[config.mk]
export PLATFORM = sky130hd
export DESIGN_NAME = supply_setpoint_with_overcurrent_trip_flat
export DESIGN_NICKNAME = d
export VERILOG_FILES = /design/src/sst_pkg.sv /design/src/sst_if.sv /design/src/sst_cfg_regs.sv /design/src/sst_step.sv /design/src/supply_setpoint_with_overcurrent_trip.sv /design/src/flat_wrapper.sv
export VERILOG_INCLUDE_DIRS = /design/src /design/src/src
export SDC_FILE = /design/constraint.sdc
export NUM_CORES = 1
export LEC_CHECK = 0
export ABC_AREA = 0
export BUFFER_PORTS_ARGS = -buffer_cell sky130_fd_sc_hd__buf_2
export CORE_UTILIZATION = 53
export CTS_CLUSTER_DIAMETER = 40
export CTS_CLUSTER_SIZE = 20
export DETAILED_ROUTE_END_ITERATION = 6
export HOLD_SLACK_MARGIN = 0.03
export PLACE_DENSITY_LB_ADDON = 0.08
export REMOVE_ABC_BUFFERS = 1
export SLEW_MARGIN = 20
export SYNTH_ARGS = -nofsm -noshare
export SYNTH_HDL_FRONTEND = slang
export SYNTH_SLANG_ARGS = --single-unit
[constraint.sdc]
create_clock -name clk -period 11.3 [get_ports clk]
set_input_delay 2.26 -clock clk [delete_from_list [all_inputs] [get_ports clk]]
set_output_delay 2.26 -clock clk [all_outputs]
set_load 0.02 [all_outputs]
[src/supply_setpoint_with_overcurrent_trip_defines.svh]
// Assertion macros for the supply setpoint block.
// Used by the top level; expects clk and rst_n in scope.
`ifndef SUPPLY_SETPOINT_WITH_OVERCURRENT_TRIP_DEFINES_SVH
`define SUPPLY_SETPOINT_WITH_OVERCURRENT_TRIP_DEFINES_SVH

// Checked only outside reset
`define SST_ASSERT(lbl, prop, msg) \
  lbl: assert property (@(posedge clk) disable iff (!rst_n) prop) else $error(msg);

// Checked on every edge, reset included
`define SST_ASSERT_ALWAYS(lbl, prop, msg) \
  lbl: assert property (@(posedge clk) prop) else $error(msg);

`endif

[src/sst_pkg.sv]
// Shared types, constants and helpers for the supply setpoint block.
// No dependencies; imported by every other file except the defines header.
`timescale 1ns / 1ps

package sst_pkg;

  // Field widths
  localparam int SP_W     = 10;
  localparam int STEP_W   = 6;
  localparam int SAMPLE_W = 8;
  localparam int GAIN_W   = 3;
  localparam int READ_W   = 11;
  localparam int DISP_W   = 11;
  localparam int SUM_W    = 14;

  // Configuration port
  localparam int CFG_IDX_W  = 3;
  localparam int CFG_DATA_W = 10;

  localparam logic [SP_W-1:0] SP_MAX = '1;

  // Register reset values
  localparam logic [STEP_W-1:0]   STEP_RST   = 6'd6;
  localparam logic [SP_W-1:0]     LIMIT_RST  = 10'd900;
  localparam logic [SP_W-1:0]     PRESET_RST = 10'd300;
  localparam logic [SAMPLE_W-1:0] TRIP_RST   = 8'd13;
  localparam logic [GAIN_W-1:0]   GAIN_RST   = 3'd2;

  // Display divide by 6: exact for 10-bit inputs via ceil(2^13/6)
  localparam int DISP_SHIFT = 13;
  localparam int DISP_PROD_W = 23;
  localparam logic [10:0] DISP_RECIP = 11'd1366;

  typedef enum logic [CFG_IDX_W-1:0] {
    REG_STEP_SIZE    = 3'd0,
    REG_UPPER_LIMIT  = 3'd1,
    REG_PRESET_VALUE = 3'd2,
    REG_TRIP_LEVEL   = 3'd3,
    REG_CURRENT_GAIN = 3'd4
  } cfg_reg_e;

  typedef struct packed {
    logic [STEP_W-1:0]   step_size;
    logic [SP_W-1:0]     upper_limit;
    logic [SP_W-1:0]     preset_value;
    logic [SAMPLE_W-1:0] trip_level;
    logic [GAIN_W-1:0]   current_gain;
  } cfg_t;

  typedef struct packed {
    logic [SAMPLE_W-1:0] sense_sample;
    logic                press_up;
    logic                press_down;
    logic                press_preset;
    logic                press_zero;
  } item_t;

  typedef struct packed {
    logic [SP_W-1:0]   dac_code;
    logic [DISP_W-1:0] voltage_display;
    logic [SP_W-1:0]   setpoint_now;
    logic [READ_W-1:0] current_reading;
    logic              reading_updated;
    logic              fault;
  } result_t;

  typedef struct packed {
    logic [SP_W-1:0]   setpoint;
    logic              fault;
    logic [SUM_W-1:0]  sample_sum;
    logic [READ_W-1:0] current_value;
  } core_state_t;

  // (sp / 6) * 10 by reciprocal multiply, then shift-add
  function automatic logic [DISP_W-1:0] volt_display(input logic [SP_W-1:0] sp);
    logic [DISP_PROD_W-1:0] prod;
    logic [7:0]             q;
    prod = DISP_PROD_W'(sp) * DISP_PROD_W'(DISP_RECIP);
    q = prod[DISP_SHIFT +: 8];
    return (DISP_W'(q) << 3) + (DISP_W'(q) << 1);
  endfunction

endpackage

[src/sst_if.sv]
// Valid/ready channel interfaces for sample words and result words.
// Depends on sst_pkg for field widths.
`timescale 1ns / 1ps

interface sst_in_if import sst_pkg::*; ();
  logic                valid;
  logic                ready;
  logic [SAMPLE_W-1:0] sense_sample;
  logic                press_up;
  logic                press_down;
  logic                press_preset;
  logic                press_zero;

  modport source (output valid, sense_sample, press_up, press_down, press_preset,
                  press_zero, input ready);
  modport sink   (input valid, sense_sample, press_up, press_down, press_preset,
                  press_zero, output ready);
endinterface

interface sst_out_if import sst_pkg::*; ();
  logic              valid;
  logic              ready;
  logic [SP_W-1:0]   dac_code;
  logic [DISP_W-1:0] voltage_display;
  logic [SP_W-1:0]   setpoint_now;
  logic [READ_W-1:0] current_reading;
  logic              reading_updated;
  logic              fault;

  modport source (output valid, dac_code, voltage_display, setpoint_now, current_reading,
                  reading_updated, fault, input ready);
  modport sink   (input valid, dac_code, voltage_display, setpoint_now, current_reading,
                  reading_updated, fault, output ready);
endinterface

[src/sst_cfg_regs.sv]
// Configuration register file, written through a plain write port.
// Depends on sst_pkg.
`timescale 1ns / 1ps

module sst_cfg_regs import sst_pkg::*; (
  input  logic                  clk,
  input  logic                  rst_n,
  input  logic                  cfg_wr_en,
  input  logic [CFG_IDX_W-1:0]  cfg_index,
  input  logic [CFG_DATA_W-1:0] cfg_wdata,
  output cfg_t                  cfg
);

  cfg_t cfg_r, cfg_nxt;

  // Decode write; unknown indexes are dropped
  always_comb begin
    cfg_nxt = cfg_r;
    if (cfg_wr_en) begin
      case (cfg_reg_e'(cfg_index))
        REG_STEP_SIZE:    cfg_nxt.step_size    = cfg_wdata[STEP_W-1:0];
        REG_UPPER_LIMIT:  cfg_nxt.upper_limit  = cfg_wdata[SP_W-1:0];
        REG_PRESET_VALUE: cfg_nxt.preset_value = cfg_wdata[SP_W-1:0];
        REG_TRIP_LEVEL:   cfg_nxt.trip_level   = cfg_wdata[SAMPLE_W-1:0];
        REG_CURRENT_GAIN: cfg_nxt.current_gain = cfg_wdata[GAIN_W-1:0];
        default:          cfg_nxt = cfg_r;
      endcase
    end
  end

  always_ff @(posedge clk) begin
    if (!rst_n) begin
      cfg_r.step_size    <= STEP_RST;
      cfg_r.upper_limit  <= LIMIT_RST;
      cfg_r.preset_value <= PRESET_RST;
      cfg_r.trip_level   <= TRIP_RST;
      cfg_r.current_gain <= GAIN_RST;
    end else begin
      cfg_r <= cfg_nxt;
    end
  end

  assign cfg = cfg_r;

endmodule

[src/sst_step.sv]
// Single-pass update for one sample word: keys, trip, averaging, result.
// Depends on sst_pkg; purely combinational.
`timescale 1ns / 1ps

module sst_step import sst_pkg::*; #(
  parameter int AVG_COUNT = 20
) (
  input  cfg_t        cfg,
  input  item_t       item,
  input  core_state_t st,
  input  logic        window_end,
  output core_state_t st_nxt,
  output result_t     res
);

  // floor(sum / AVG_COUNT) as (sum * ceil(2^S / AVG_COUNT)) >> S, exact for SUM_W bits
  localparam int DIV_SHIFT  = SUM_W + $clog2(AVG_COUNT);
  localparam int DIV_MULT_W = SUM_W + 1;
  localparam int PROD_W     = DIV_SHIFT + SUM_W + 1;
  localparam logic [DIV_MULT_W-1:0] DIV_MULT =
    DIV_MULT_W'(((64'd1 << DIV_SHIFT) + 64'(AVG_COUNT) - 64'd1) / 64'(AVG_COUNT));

  logic [SP_W-1:0]   sp;
  logic [SP_W:0]     sp_add;
  logic              fault;
  logic [SUM_W-1:0]  sum_new;
  logic [PROD_W-1:0] prod;
  logic [READ_W-1:0] avg;
  logic [READ_W-1:0] reading;

  // Setpoint keys in priority order, then the trip check
  always_comb begin
    sp     = st.setpoint;
    fault  = st.fault;
    sp_add = '0;
    if (!st.fault) begin
      if (item.press_up && (sp < cfg.upper_limit)) begin
        sp_add = {1'b0, sp} + (SP_W+1)'(cfg.step_size);
        sp     = sp_add[SP_W] ? SP_MAX : sp_add[SP_W-1:0];
      end
      if (item.press_down && (sp >= SP_W'(cfg.step_size))) begin
        sp = sp - SP_W'(cfg.step_size);
      end
      if (item.press_preset) begin
        sp = cfg.preset_value;
      end
      if (item.press_zero) begin
        sp = '0;
      end
    end
    if (item.sense_sample >= cfg.trip_level) begin
      sp    = '0;
      fault = 1'b1;
    end
  end

  // Running sum and averaged reading; the quotient is the product bits above the shift
  always_comb begin
    sum_new = st.sample_sum + SUM_W'(item.sense_sample);
    prod    = PROD_W'(sum_new) * PROD_W'(DIV_MULT);
    avg     = prod[DIV_SHIFT +: READ_W];
    reading = (cfg.current_gain[0] ? avg : '0)
            + (cfg.current_gain[1] ? (avg << 1) : '0)
            + (cfg.current_gain[2] ? (avg << 2) : '0);
  end

  always_comb begin
    st_nxt.setpoint      = sp;
    st_nxt.fault         = fault;
    st_nxt.sample_sum    = window_end ? '0 : sum_new;
    st_nxt.current_value = window_end ? reading : st.current_value;

    res.dac_code         = st.setpoint;
    res.voltage_display  = volt_display(st.setpoint);
    res.setpoint_now     = sp;
    res.current_reading  = st_nxt.current_value;
    res.reading_updated  = window_end;
    res.fault            = fault;
  end

endmodule

[src/supply_setpoint_with_overcurrent_trip.sv]
// Top level of the supply setpoint block with overcurrent trip.
// Depends on sst_pkg, sst_if, sst_cfg_regs, sst_step and the defines header.
`timescale 1ns / 1ps
`include "supply_setpoint_with_overcurrent_trip_defines.svh"

// One sample word in, one result word out. A word is taken into an input
// register; once the output register is free or draining, its whole update
// (keys, trip check, window sum and averaged reading) runs in one pass against
// the state registers and lands in the output register. Throughput is one
// word per clock while the sink keeps out_ch.ready high. The state update
// is the only loop, closed through the state registers and sst_step.
// While a finished result waits for the sink, the input register still takes
// one more word; after that in_ch.ready stays low until the result is taken.
// Configuration registers take effect from the next word; write them only
// while no word is in flight. The fault latch clears only on reset.
module supply_setpoint_with_overcurrent_trip import sst_pkg::*; #(
  parameter int AVG_COUNT = 20
) (
  input  logic                  clk,
  input  logic                  rst_n,
  sst_in_if.sink                in_ch,
  sst_out_if.source             out_ch,
  input  logic                  cfg_wr_en,
  input  logic [CFG_IDX_W-1:0]  cfg_index,
  input  logic [CFG_DATA_W-1:0] cfg_wdata
);

  localparam int CNT_W = (AVG_COUNT > 1) ? $clog2(AVG_COUNT) : 1;
  localparam logic [CNT_W-1:0] CNT_LAST = CNT_W'(AVG_COUNT - 1);

  cfg_t        cfg;
  item_t       item_r, item_nxt;
  logic        in_vld_r, in_vld_nxt;
  logic        out_vld_r, out_vld_nxt;
  result_t     res_r, res_nxt, res_calc;
  core_state_t st_r, st_nxt, st_calc;
  logic [CNT_W-1:0] cnt_r, cnt_nxt;
  logic        window_end;
  logic        in_acc;
  logic        advance;

  sst_cfg_regs u_cfg (
    .clk       (clk),
    .rst_n     (rst_n),
    .cfg_wr_en (cfg_wr_en),
    .cfg_index (cfg_index),
    .cfg_wdata (cfg_wdata),
    .cfg       (cfg)
  );

  sst_step #(.AVG_COUNT(AVG_COUNT)) u_step (
    .cfg        (cfg),
    .item       (item_r),
    .st         (st_r),
    .window_end (window_end),
    .st_nxt     (st_calc),
    .res        (res_calc)
  );

  // Handshake: move a word forward when the output slot is free or draining
  assign advance      = in_vld_r && (!out_vld_r || out_ch.ready);
  assign in_ch.ready  = !in_vld_r || advance;
  assign in_acc       = in_ch.valid && in_ch.ready;
  assign window_end   = (cnt_r == CNT_LAST);

  // Input register
  always_comb begin
    in_vld_nxt = in_vld_r;
    item_nxt   = item_r;
    if (in_acc) begin
      in_vld_nxt            = 1'b1;
      item_nxt.sense_sample = in_ch.sense_sample;
      item_nxt.press_up     = in_ch.press_up;
      item_nxt.press_down   = in_ch.press_down;
      item_nxt.press_preset = in_ch.press_preset;
      item_nxt.press_zero   = in_ch.press_zero;
    end else if (advance) begin
      in_vld_nxt = 1'b0;
    end
  end

  // State and output register, updated once per word
  always_comb begin
    st_nxt      = st_r;
    cnt_nxt     = cnt_r;
    out_vld_nxt = out_vld_r;
    res_nxt     = res_r;
    if (advance) begin
      st_nxt      = st_calc;
      cnt_nxt     = window_end ? '0 : cnt_r + 1'b1;
      out_vld_nxt = 1'b1;
      res_nxt     = res_calc;
    end else if (out_ch.ready) begin
      out_vld_nxt = 1'b0;
    end
  end

  always_ff @(posedge clk) begin
    if (!rst_n) begin
      in_vld_r  <= 1'b0;
      out_vld_r <= 1'b0;
      st_r      <= '0;
      cnt_r     <= '0;
    end else begin
      in_vld_r  <= in_vld_nxt;
      out_vld_r <= out_vld_nxt;
      st_r      <= st_nxt;
      cnt_r     <= cnt_nxt;
    end
  end

  // Payload registers, no reset
  always_ff @(posedge clk) begin
    item_r <= item_nxt;
    res_r  <= res_nxt;
  end

  assign out_ch.valid           = out_vld_r;
  assign out_ch.dac_code        = res_r.dac_code;
  assign out_ch.voltage_display = res_r.voltage_display;
  assign out_ch.setpoint_now    = res_r.setpoint_now;
  assign out_ch.current_reading = res_r.current_reading;
  assign out_ch.reading_updated = res_r.reading_updated;
  assign out_ch.fault           = res_r.fault;

  // Checks
  `SST_ASSERT(a_fault_sticky, st_r.fault |=> st_r.fault, "fault latch dropped")
  `SST_ASSERT(a_fault_zero_sp, st_r.fault |-> (st_r.setpoint == '0), "setpoint nonzero in fault")
  `SST_ASSERT(a_cnt_range, cnt_r <= CNT_LAST, "window counter out of range")
  `SST_ASSERT_ALWAYS(a_rst_clear, !rst_n |=> (!st_r.fault && !out_vld_r), "reset not clean")

endmodule

[src/flat_wrapper.sv]
// flat-port wrapper written by rule: the top's interface ports become plain ports
module supply_setpoint_with_overcurrent_trip_flat import sst_pkg::*;
#(
  parameter int AVG_COUNT = 20
)
  (clk, rst_n, cfg_wr_en, cfg_index, cfg_wdata, in_ch_valid, in_ch_sense_sample, in_ch_press_up, in_ch_press_down, in_ch_press_preset, in_ch_press_zero, in_ch_ready, out_ch_valid, out_ch_dac_code, out_ch_voltage_display, out_ch_setpoint_now, out_ch_current_reading, out_ch_reading_updated, out_ch_fault, out_ch_ready);
  sst_in_if in_ch_i ();
  sst_out_if out_ch_i ();
  input  logic clk;
  input  logic rst_n;
  input  logic cfg_wr_en;
  input  logic [CFG_IDX_W-1:0] cfg_index;
  input  logic [CFG_DATA_W-1:0] cfg_wdata;
  input wire logic [$bits(in_ch_i.valid)-1:0] in_ch_valid;
  input wire logic [$bits(in_ch_i.sense_sample)-1:0] in_ch_sense_sample;
  input wire logic [$bits(in_ch_i.press_up)-1:0] in_ch_press_up;
  input wire logic [$bits(in_ch_i.press_down)-1:0] in_ch_press_down;
  input wire logic [$bits(in_ch_i.press_preset)-1:0] in_ch_press_preset;
  input wire logic [$bits(in_ch_i.press_zero)-1:0] in_ch_press_zero;
  output wire logic [$bits(in_ch_i.ready)-1:0] in_ch_ready;
  output wire logic [$bits(out_ch_i.valid)-1:0] out_ch_valid;
  output wire logic [$bits(out_ch_i.dac_code)-1:0] out_ch_dac_code;
  output wire logic [$bits(out_ch_i.voltage_display)-1:0] out_ch_voltage_display;
  output wire logic [$bits(out_ch_i.setpoint_now)-1:0] out_ch_setpoint_now;
  output wire logic [$bits(out_ch_i.current_reading)-1:0] out_ch_current_reading;
  output wire logic [$bits(out_ch_i.reading_updated)-1:0] out_ch_reading_updated;
  output wire logic [$bits(out_ch_i.fault)-1:0] out_ch_fault;
  input wire logic [$bits(out_ch_i.ready)-1:0] out_ch_ready;
  assign in_ch_i.valid = in_ch_valid;
  assign in_ch_i.sense_sample = in_ch_sense_sample;
  assign in_ch_i.press_up = in_ch_press_up;
  assign in_ch_i.press_down = in_ch_press_down;
  assign in_ch_i.press_preset = in_ch_press_preset;
  assign in_ch_i.press_zero = in_ch_press_zero;
  assign in_ch_ready = in_ch_i.ready;
  assign out_ch_valid = out_ch_i.valid;
  assign out_ch_dac_code = out_ch_i.dac_code;
  assign out_ch_voltage_display = out_ch_i.voltage_display;
  assign out_ch_setpoint_now = out_ch_i.setpoint_now;
  assign out_ch_current_reading = out_ch_i.current_reading;
  assign out_ch_reading_updated = out_ch_i.reading_updated;
  assign out_ch_fault = out_ch_i.fault;
  assign out_ch_i.ready = out_ch_ready;
  supply_setpoint_with_overcurrent_trip #(.AVG_COUNT(AVG_COUNT)) u_core (.clk(clk), .rst_n(rst_n), .in_ch(in_ch_i), .out_ch(out_ch_i), .cfg_wr_en(cfg_wr_en), .cfg_index(cfg_index), .cfg_wdata(cfg_wdata));
endmodule
==> impl_results.md, run 1 <==
* Die area at 24600 sq um
* Sequential cell area fraction in the yosys report at 0.256
* Most common cell on crit path: fa_1
* Commonest cells in the synthesized netlist: inv_1 (222), ha_1 (216), nand2_1 (145), fa_1 (96), dfxtp_1 (80)
* Status: complete, no violations
* Pre-CTS setup slack at 0.443 ns
* Max transition margin at 0.298
* CTS Buffer Depth at 2
* FF-to-FF End: u_core.out_ch.current_reading[10]
* Vias in the first global route at 9200
* Core Box Area at 23500 sq um
* Final Net Count at between 1500 and 2000
* Post-layout minimum cycle time at 10.55 ns
* Fraction of registers with async set/reset at 0
* F_max at 94.8 MHz
* Peak supply drop at 184 uV
* Worst-path clk slew at 0.07 ns
* Global route overflow at 0
* Antenna violations before repair at 0
* Worst skew pair latency at 0.43 ns
* First-pass GRT wire length at 45500 um
* Slowest cell on crit path: fa_1
* R2R depth at 43
* Actual slew at the worst max-slew pin at 1.05 ns
* Startpoint Class: flop
* CTS tree: yes
* Syn Inst Count at 1357
* Flop-to-flop setup slack at between 0.7 and 0.8 ns
* Top FF cell, synth: dfxtp_1
* Worst R2R Start: u_core.item_r[4]
* Largest net degree at the start of global routing at 56
* Final WL at 27100 um
* Post-synthesis cell area at between 10000 and 15000 sq um
* Post-synth top area cell: ha_1
* CP Max Fanout at 6
* # diodes at 0
* Synthesized flop and latch total at 135
* CP endpoint kind: flop
* Power Total at 2530 uW
* Cell variety after synth at 72
* Filler cell count at 2051
* Yosys Warn Count at 0
* Hold bufs inserted after CTS at 0
* Cts bufs inserted at 17
* Vias post-DR at 9405
* RSZ-0062 raised after global routing: no
* H-tree depth at 4
* Fin. Hold Viols at 0
* Clk sinks at approximately 140
* Placed Instances at 1725
* Post-synth EDFFs at 55
* Ports at 76
* Count of final setup violators at 0
* PD cells at 179 nW/um^2
* Setup Crit Path Kind: reg -> reg
* Sum Neg Setup Slack at 0 ns
* Via density at 5.35
* Fin crit share at 0.934
* Avg Inst Size Synth at 9.37 sq um
* Routability cong. at 0.833
* Worst hold endpoint: u_core.u_cfg.cfg[10]
* Hold path depth at 2
* Worst Path Arrival at 10.72 ns
* DR pass1 iterations at 5
* Cell leakage power at 0.00699 uW
* Residual DRC at 0
* Fin area at about 14000 sq um
* Final antenna-violating net count at 0
* Post-synth top area share at 0.212
* Largest cells by area after synthesis: ha_1 (21%), fa_1 (15%), edfxtp_1 (13%)
* Slew Viols, Final at 0
* Die X at 157 um
* CP max stage delay at about 0.55 ns
* # rows at 56
* Most common cell in the netlist: inv_1
* Total GRT Usage at 0.236
* Setup ws final at 0.750 ns
* Die Ht at 157 um
* Hold_sp: u_core.u_cfg.cfg[10]
* Root buf cell: clkbuf_16
* Initial Util at 0.542
* Wire per inst at 15.4 um
* Clock Skews at 0.0132 ns
* Max Cap Viol at 0
* Port Buffer Count at 74
* Final HPWL DP at 21700 um
* DRT iter0 DRCs at a little under 400
* Final cell count without fillers at 1757
* Hold Path Class: reg -> reg
* Synth-to-Final Area Change at 10.7%
* WP data required at 11.47 ns
* Layout cells sized above 1 at 0.0925
* Placed cell area at approximately 13000 sq um
-- power by group --
group | total [uW] | switching, uW | internal [uW] | leakage (uW)
combinational | 1400 | 817 | 587 | 0.00549
clock | 587 | 251 | 336 | 0.000315
sequential | 536 | 12.0 | 524 | 0.00118
-- sequential cells by signal, summed over array words and instances (netlist names) --
signal                         cells
u_core.u_cfg.cfg                  37
u_core.out_ch.voltage_display     10
u_core.out_ch.reading_updated      1
u_core.out_ch.fault                1
u_core.in_vld_r                    1
u_core.item_r                     12
u_core.cnt_r                       5
u_core.out_ch.current_reading     11
u_core.st_r                       36
u_core.out_ch.valid                1
u_core.out_ch.dac_code            10
u_core.out_ch.setpoint_now        10
-- metal layers --
| layer | up-vias | track usage | wire (um) |
|---|---|---|---|
| met5 | - | 0 | 0 |
| met4 | 0 | 0.0612 | 386 |
| met3 | 26 | 0.0322 | 999 |
| met2 | 188 | 0.385 | 12300 |
| met1 | 4437 | 0.329 | 13400 |
| li1 | 4754 | - | - |
-- repair_timing --
action | in CTS | in global routing
gates resized for setup | 0 | 6
setup buffers | 0 | 0
endpoints found under the setup margin | 0 | 3
-- area by class of cell --
cell class	count	area [sq um]	area share
clock buffer	20	500	0.0355
clock inverter	12	138	0.00977
inverter	224	841	0.0597
multi-input combinational	965	8520	0.605
sequential	135	3250	0.231
tap	319	399	0.0283
timing repair buffer	82	430	0.0306
-- stage by stage --
stage	utilization	hold WS, ns
finish	0.600	0.455
global route	0.600	0.479
CTS	0.599	0.455
detailed placement	0.572	0.446
global placement	0.572	0.437
floorplan	-	0.430
-- layout by cell type, fill, tap and decap left out, types with 4 or more instances in the layout --
cell type / n
inv_1: 220
ha_1: 216
nand2_1: 145
fa_1: 96
dfxtp_1: 80
buf_2: 74
a21oi_1: 70
nor2_1: 62
edfxtp_1: 55
o21ai_0: 35
nand3_1: 34
xnor2_1: 33
xor2_1: 24
a21o_1: 21
clkbuf_16: 20
o211ai_1: 15
nor2b_1: 14
nor3_1: 12
mux2i_1: 12
nand2b_1: 11
o21bai_1: 11
o21a_1: 10
a211oi_1: 10
o21ai_1: 10
and3_1: 9
a32o_1: 9
nand4_1: 8
buf_4: 8
o31ai_1: 7
a31oi_1: 7
a22oi_1: 7
and2_1: 6
or4_1: 5
inv_8: 5
inv_2: 4
o2111ai_1: 4
o2bb2ai_1: 4
or2_2: 4
-- worst max path at each step --
stage | start | cells after the start | end
finish | u_core.item_r[4] | 43 | u_core.out_ch.current_reading[10]
global route | u_core.item_r[4] | 43 | u_core.out_ch.current_reading[10]
CTS | u_core.item_r[4] | 43 | u_core.out_ch.current_reading[10]
detailed placement | u_core.item_r[4] | 43 | u_core.out_ch.current_reading[10]
global placement | u_core.item_r[4] | 43 | u_core.out_ch.current_reading[10]
floorplan | u_core.item_r[5] | 41 | u_core.out_ch.current_reading[10]
-- worst max-delay path: cells and delay by family (launching register included) --
family | cells | cell delay, ns
adders and majority gates | 12 | 5.13
AOI/OAI and AO/OA | 14 | 2.60
xor gates and xnor gates | 5 | 0.91
and+or+nand+nor | 5 | 0.73
buffers and inverters | 7 | 0.49
DFF | 1 | 0.40
-- cell families (layout without fill, tap and decap cells) --
family,Yosys count,in the layout,share of synthesized area
adder cells (fa/ha/maj),312,312,0.364
XOR/XNOR,58,58,0.0399
other,1,1,0.000295
multiplexers,14,14,0.0115
AND/OR/NAND/NOR,328,328,0.119
buffers and inverters,257,338,0.0762
AO/OA/AOI/OAI,252,252,0.134
flip-flops,135,135,0.256
(Power assumes the default switching activity.)
==> run 2: changes to the inputs <==
CORE_UTILIZATION = 49   (was 53)
HOLD_SLACK_MARGIN = 0.12   (was 0.03)
==> impl_results.md, run 2 (synthesis gave the netlist of run 1 again) <==
* PD cells at 177 nW/um^2 (was 179 nW/um^2)
* Hold Path Class: reg -> reg (unchanged)
* Die X at 163 um (was 157 um)
* Peak supply drop at 229 uV (was 184 uV)
* Initial Util at 0.502 (was 0.542)
* Antenna violations before repair at 0 (unchanged)
* Total GRT Usage at 0.219 (was 0.236)
* # rows at 58 (was 56)
* Max Cap Viol at 0 (unchanged)
* Psw at 1080 uW (about the same)
* Largest net degree at the start of global routing at 56 (unchanged)
* Clock power frac at 0.222 (was 0.232)
* Final antenna-violating net count at 0 (unchanged)
* Die area at 26600 sq um (was 24600 sq um)
* Worst-path clk slew at 0.07 ns (about the same)
* CP max stage delay at 0.55 ns (about the same)
* Residual DRC at 0 (unchanged)
* Core Box Area at 25300 sq um (was 23500 sq um)
* Slew Viols, Final at 0 (unchanged)
* Startpoint Class: flop (unchanged)
* Hold_sp: u_core.u_cfg.cfg[15] (was u_core.u_cfg.cfg[10])
* Fin crit share at 0.927 (was 0.934)
* Worst R2R Start: u_core.item_r[5] (was u_core.item_r[4])
* Worst Path Arrival at 10.64 ns (was 10.72 ns)
* Post-layout minimum cycle time at 10.47 ns (was 10.55 ns)
* Sequential share of power at 0.216 (was 0.212)
* DRT iter0 DRCs at 517 (was 393)
* F_max at 95.5 MHz (was 94.8 MHz)
* RSZ-0062 raised after global routing: no (unchanged)
* Internal power at 1400 uW (was 1450 uW)
* Vias in the first global route at 8907 (was 9200)
* Final HPWL DP at 22300 um (was 21700 um)
* Sum Neg Setup Slack at 0 ns (unchanged)
* Sw Share at 0.435 (was 0.428)
* Largest register FFs at 37 (unchanged)
* Setup ws final at 0.829 ns (was 0.750 ns)
* Max transition margin at 0.298 (about the same)
* Port Buffer Count at 74 (unchanged)
* Routability cong. at 0.861 (was 0.833)
* CP startpoint: u_core.item_r[5] (was u_core.item_r[4])
* Via density at 5.26 (was 5.35)
* WP data required at 11.47 ns (about the same)
* Filler cell count at 2359 (was 2051)
* Status: complete, no violations (unchanged)
* DR pass1 iterations at 4 (was 5)
* Pre-CTS setup slack at 0.498 ns (was 0.443 ns)
* Most common cell on crit path: fa_1 (unchanged)
* Comb power frac at 0.562 (was 0.556)
* Vias post-DR at 9297 (was 9405)
* Multi-input combinational cell area at 8510 sq um (was 8520 sq um)
* Cell leakage power at 0.00694 uW (was 0.00699 uW)
* Count of final setup violators at 0 (unchanged)
* Wire per inst at 15.7 um (was 15.4 um)
* H-tree depth at 4 (unchanged)
* Setup Crit Path Kind: reg -> reg (unchanged)
* Cts bufs inserted at 17 (unchanged)
* FF/Latch Area at 3250 sq um (unchanged)
* Die Ht at 163 um (was 157 um)
* Worst skew pair latency at 0.43 ns (about the same)
* Commonest non-fill, non-tap cell in the layout: inv_1 (unchanged)
* Final WL at 27700 um (was 27100 um)
* CTS tree: yes (unchanged)
* Ports at 76 (unchanged)
* CP endpoint kind: flop (unchanged)
* Slowest cell on crit path: fa_1 (unchanged)
* Root buf cell: clkbuf_16 (unchanged)
* First-pass GRT wire length at 45300 um (was 45500 um)
* Clk sinks at 135 (unchanged)
* CTS Buffer Depth at 2 (unchanged)
* # diodes at 0 (unchanged)
* Commonest cells after routing, fill and taps aside: inv_1 (220), ha_1 (216), nand2_1 (145) (unchanged)
* Hold bufs inserted after CTS at 0 (unchanged)
* Synth-to-Final Area Change at 10.2% (was 10.7%)
* Final Net Count at 1765 (was 1767)
* Global route overflow at 0 (unchanged)
* Clock Skews at 0.0201 ns (was 0.0132 ns)
* Fin. Hold Viols at 0 (unchanged)
* CP Max Fanout at 7 (was 6)
* Layout cells sized above 1 at 0.0905 (was 0.0925)
* Actual slew at the worst max-slew pin at 1.05 ns (about the same)
-- run 2: final timing paths --
kind / cells past startpoint / endpoint / slack [ns]
setup reg to reg: 42 / u_core.out_ch.current_reading[10] / 0.83
hold reg to reg: 2 / u_core.u_cfg.cfg[15] / 0.45
hold / removal: 2 / u_core.u_cfg.cfg[15] / 0.45
setup / recovery: 42 / u_core.out_ch.current_reading[10] / 0.83
-- run 2: stage by stage --
step	total power, uW	cells	hold WS [ns]	cell area, sq um	util
CTS	2500	1766	0.454	14000	0.553
floorplan	1590	1324	0.430	12600	-
finish	2490	1766	0.453	14000	0.553
global route	2750	1766	0.471	14000	0.553
global placement	1920	1734	0.440	13400	0.530
detailed placement	1920	1734	0.445	13400	0.530
-- run 2: layout make-up --
class	instances	share of cell area
clock buffers	17	0.0304
multi-input cells	965	0.608
flip-flops and latches	135	0.232
well taps	330	0.0295
repair buffers	80	0.0296
inverters	224	0.0600
clock inverters	15	0.0109
-- run 2: layer usage --
metal  vias up  routed length, um  GRT usage
li1       4758                  -          -
met1      4387              14100      0.317
met2       136              12500      0.348
met3        16                757     0.0292
met4         0                278     0.0442
met5         -                  0          0
-- run 2: critical path: cells and delay by family (launching register included) --
kind	cells	cell delay, ns
adder cells (fa/ha/maj)	10	4.53
AO/OA/AOI/OAI	15	3.01
XOR/XNOR	5	1.02
AND/OR/NAND/NOR	6	0.71
buffers and inverters	6	0.49
flip-flops	1	0.44
-- run 2: what timing repair did --
action / CTS / global route
hold endpoints to repair: 0 / 0
buffers inserted: 0 / 0
gates resized for setup: 0 / 5
setup endpoints to repair: 0 / 2
-- run 2: power groups by stage --
stage	logic [uW]	clock network, uW	registers, uW
after detailed placement	1380	0	547
after floorplan	1040	0	552
after global placement	1370	0	547
final	1400	552	536
after global routing	1620	588	538
after CTS	1400	566	536
==> run 3: changes to the inputs <==
ABC_AREA = 1   (was 0)
==> impl_results.md, run 3 <==
* Post-synthesis cell area at 13000 sq um (was 12700 sq um)
* Core Box Area at 26100 sq um (was 25300 sq um)
* Global route overflow at 0 (unchanged)
* Die Ht at 165 um (was 163 um)
* Worst-path clk slew at 0.07 ns (about the same)
* Clk sinks at 135 (unchanged)
* Actual slew at the worst max-slew pin at 0.797 ns (was 1.05 ns)
* CP endpoint kind: flop (unchanged)
* Startpoint Class: flop (unchanged)
* Sw Share at 0.472 (was 0.435)
* Die area at 27200 sq um (was 26600 sq um)
* Hold bufs inserted after CTS at 0 (unchanged)
* Largest net degree at the start of global routing at 68 (was 56)
* Fraction of registers with async set/reset at 0 (unchanged)
* Cts bufs inserted at 17 (unchanged)
* CTS Buffer Depth at 2 (unchanged)
* DRT iter0 DRCs at 507 (was 517)
* Final design utilization at 0.548 (was 0.553)
* Setup Fix Bufs, Post-CTS at 0 (unchanged)
* Worst Path Arrival at 10.08 ns (was 10.64 ns)
* WP data required at 11.48 ns (was 11.47 ns)
* Slowest cell on crit path: fa_1 (unchanged)
* Die X at 165 um (was 163 um)
* Largest cells by area after synthesis: ha_1 (21%), fa_1 (15%), edfxtp_1 (13%) (unchanged)
* Total GRT Usage at 0.226 (was 0.219)
* Commonest cells in the synthesized netlist: inv_1 (300), nand2_1 (271), ha_1 (216), nor2_1 (101), a21oi_1 (99) (was inv_1 (222), ha_1 (216), nand2_1 (145), fa_1 (96), dfxtp_1 (80))
* Port Buffer Count at 74 (unchanged)
* Hold Path Class: reg -> reg (unchanged)
* Psw at 1360 uW (was 1080 uW)
* Vias in the first global route at 9682 (was 8907)
* Top FF cell, synth: dfxtp_1 (unchanged)
* Via density at 5.08 (was 5.26)
* CP max stage delay at 0.55 ns (about the same)
* # rows at 59 (was 58)
* Sequential cell area fraction in the yosys report at 0.250 (was 0.256)
* Worst skew pair latency at 0.42 ns (was 0.43 ns)
* Routability cong. at 0.884 (was 0.861)
* Initial Util at 0.499 (was 0.502)
* Synthesized flop and latch total at 135 (unchanged)
* Root buf cell: clkbuf_16 (unchanged)
* Cell variety after synth at 54 (was 72)
* Vias post-DR at 9978 (was 9297)
* Max transition margin at 0.469 (was 0.298)
* Post-layout minimum cycle time at 9.90 ns (was 10.47 ns)
* Final Net Count at 1959 (was 1765)
* RSZ-0062 raised after global routing: no (unchanged)
* # diodes at 0 (unchanged)
* CP Max Fanout at 5 (was 7)
* PD cells at 202 nW/um^2 (was 177 nW/um^2)
* Sum Neg Setup Slack at 0 ns (unchanged)
* Commonest non-fill, non-tap cell in the layout: inv_1 (unchanged)
* Post-synth EDFFs at 55 (unchanged)
* Yosys Warn Count at 0 (unchanged)
* F_max at 101 MHz (was 95.5 MHz)
* Synth-to-Final Area Change at 9.76% (was 10.2%)
* Commonest cells after routing, fill and taps aside: inv_1 (299), nand2_1 (271), ha_1 (216) (was inv_1 (220), ha_1 (216), nand2_1 (145))
* Fin crit share at 0.876 (was 0.927)
* Status: complete, no violations (unchanged)
* Max Cap Viol at 0 (unchanged)
* Post-Synth Simple-Gate Area at 0.159 (was 0.119)
* CTS tree: yes (unchanged)
* Fin. Hold Viols at 0 (unchanged)
* Placed cell area at 13700 sq um (was 13400 sq um)
* Syn Inst Count at 1545 (was 1357)
* Most common cell in the netlist: inv_1 (unchanged)
* Final antenna-violating net count at 0 (unchanged)
* Cell leakage power at 0.00748 uW (was 0.00694 uW)
* Final WL at 28600 um (was 27700 um)
* Wire per inst at 14.6 um (was 15.7 um)
* Antenna violations before repair at 0 (unchanged)
* Residual DRC at 0 (unchanged)
* Final HPWL DP at 23600 um (was 22300 um)
* Sequential share of power at 0.195 (was 0.216)
* Post-synth top area share at 0.208 (was 0.212)
* Clock power frac at 0.187 (was 0.222)
* Cts repair resizes at 0 (unchanged)
* Post-synthesis adder-cell area fraction at 0.356 (was 0.364)
* Largest family of logic cells by synthesized area: adder cells (unchanged)
* Fin area at 14300 sq um (was 14000 sq um)
* Clock Skews at 0.0115 ns (was 0.0201 ns)
* Setup Crit Path Kind: reg -> reg (unchanged)
* Layout cells sized above 1 at 0.0963 (was 0.0905)
* First-pass GRT wire length at 48000 um (was 45300 um)
* H-tree depth at 4 (unchanged)
* Xor-xnor portion of the synthesized cell area at 0.0344 (was 0.0399)
* Internal power at 1520 uW (was 1400 uW)
* DR pass1 iterations at 5 (was 4)
* Avg Inst Size Synth at 8.42 sq um (was 9.37 sq um)
* Count of final setup violators at 0 (unchanged)
* Largest register FFs at 37 (unchanged)
* Mux contribution to synthesized area at 0 (was 0.0115)
* Ports at 76 (unchanged)
* Post-synth top area cell: ha_1 (unchanged)
* Peak supply drop at 232 uV (was 229 uV)
* Comb power frac at 0.618 (was 0.562)
* Slew Viols, Final at 0 (unchanged)
* Compound-cell area share of the yosys netlist at 0.102 (was 0.134)
## run 3: changes by cell type after synthesis, moves of 11 or more
cell and delta:
a21oi_1 +28, xnor2_1 -20, o21ai_0 +39, nand2_1 +126, xor2_1 +13, mux2i_1 -12, a21o_1 -13, nor2_1 +39
inv_1 +78, nand3_1 +12, nor2b_1 -14, clkbuf_1 -12, nand2b_1 -11
## run 3: cell type report
class / instances / area (sq um)
clock buffers: 17 / 425
clock inverters: 15 / 143
inverters: 306 / 1150
multi-input cells: 1077 / 8460
repair buffers: 80 / 415
well taps: 335 / 419
flip-flops and latches: 135 / 3250
fillers: 2445 / 11800
## run 3: cell families (layout without fill, tap and decap cells)
kind of cell               after synthesis  count (layout)
AOI/OAI and AO/OA                      235             235
other                                    1               1
DFF                                    135             135
and+or+nand+nor                        478             478
buffers and inverters                  333             418
xor gates and xnor gates                51              51
adders and majority gates              312             312
## run 3: critical path: cells and delay by family, from the launching register on
kind | cells | cell delay [ns]
AOI/OAI and AO/OA | 7 | 1.36
xor gates and xnor gates | 2 | 0.64
adders and majority gates | 11 | 4.88
buffers and inverters | 7 | 0.45
DFF | 1 | 0.39
and+or+nand+nor | 17 | 1.94
## run 3: final timing paths
path,from,end,slack (ns),depth (start not counted)
min reg2reg,u_core.u_cfg.cfg[7],u_core.u_cfg.cfg[7],0.46,2
min,u_core.u_cfg.cfg[7],u_core.u_cfg.cfg[7],0.46,2
max,u_core.item_r[6],u_core.out_ch.current_reading[10],1.40,44
max reg2reg,u_core.item_r[6],u_core.out_ch.current_reading[10],1.40,44
## run 3: power groups by stage
stage	Clock [uW]	Sequential [uW]	Combinational, uW
final	539	561	1780
after global routing	572	565	2100
after CTS	551	562	1790
after detailed placement	0	572	1770
after global placement	0	572	1760
after floorplan	0	581	1320
## run 3: per-layer routing
| metal | wire, um | track usage |
|---|---|---|
| met5 | 0 | 0 |
| met4 | 302 | 0.0496 |
| met3 | 1170 | 0.0294 |
| met2 | 12500 | 0.355 |
| met1 | 14700 | 0.330 |
## run 3: per-stage QoR
step / total power (uW) / worst slack [ns] / instances / hold slack (ns)
after floorplan: 1900 / 2.16 / 1518 / 0.426
after global placement: 2330 / 1.57 / 1933 / 0.439
after detailed placement: 2350 / 1.41 / 1933 / 0.448
after CTS: 2900 / 1.39 / 1965 / 0.461
after global routing: 3230 / 0.482 / 1965 / 0.474
final: 2880 / 1.40 / 1965 / 0.458
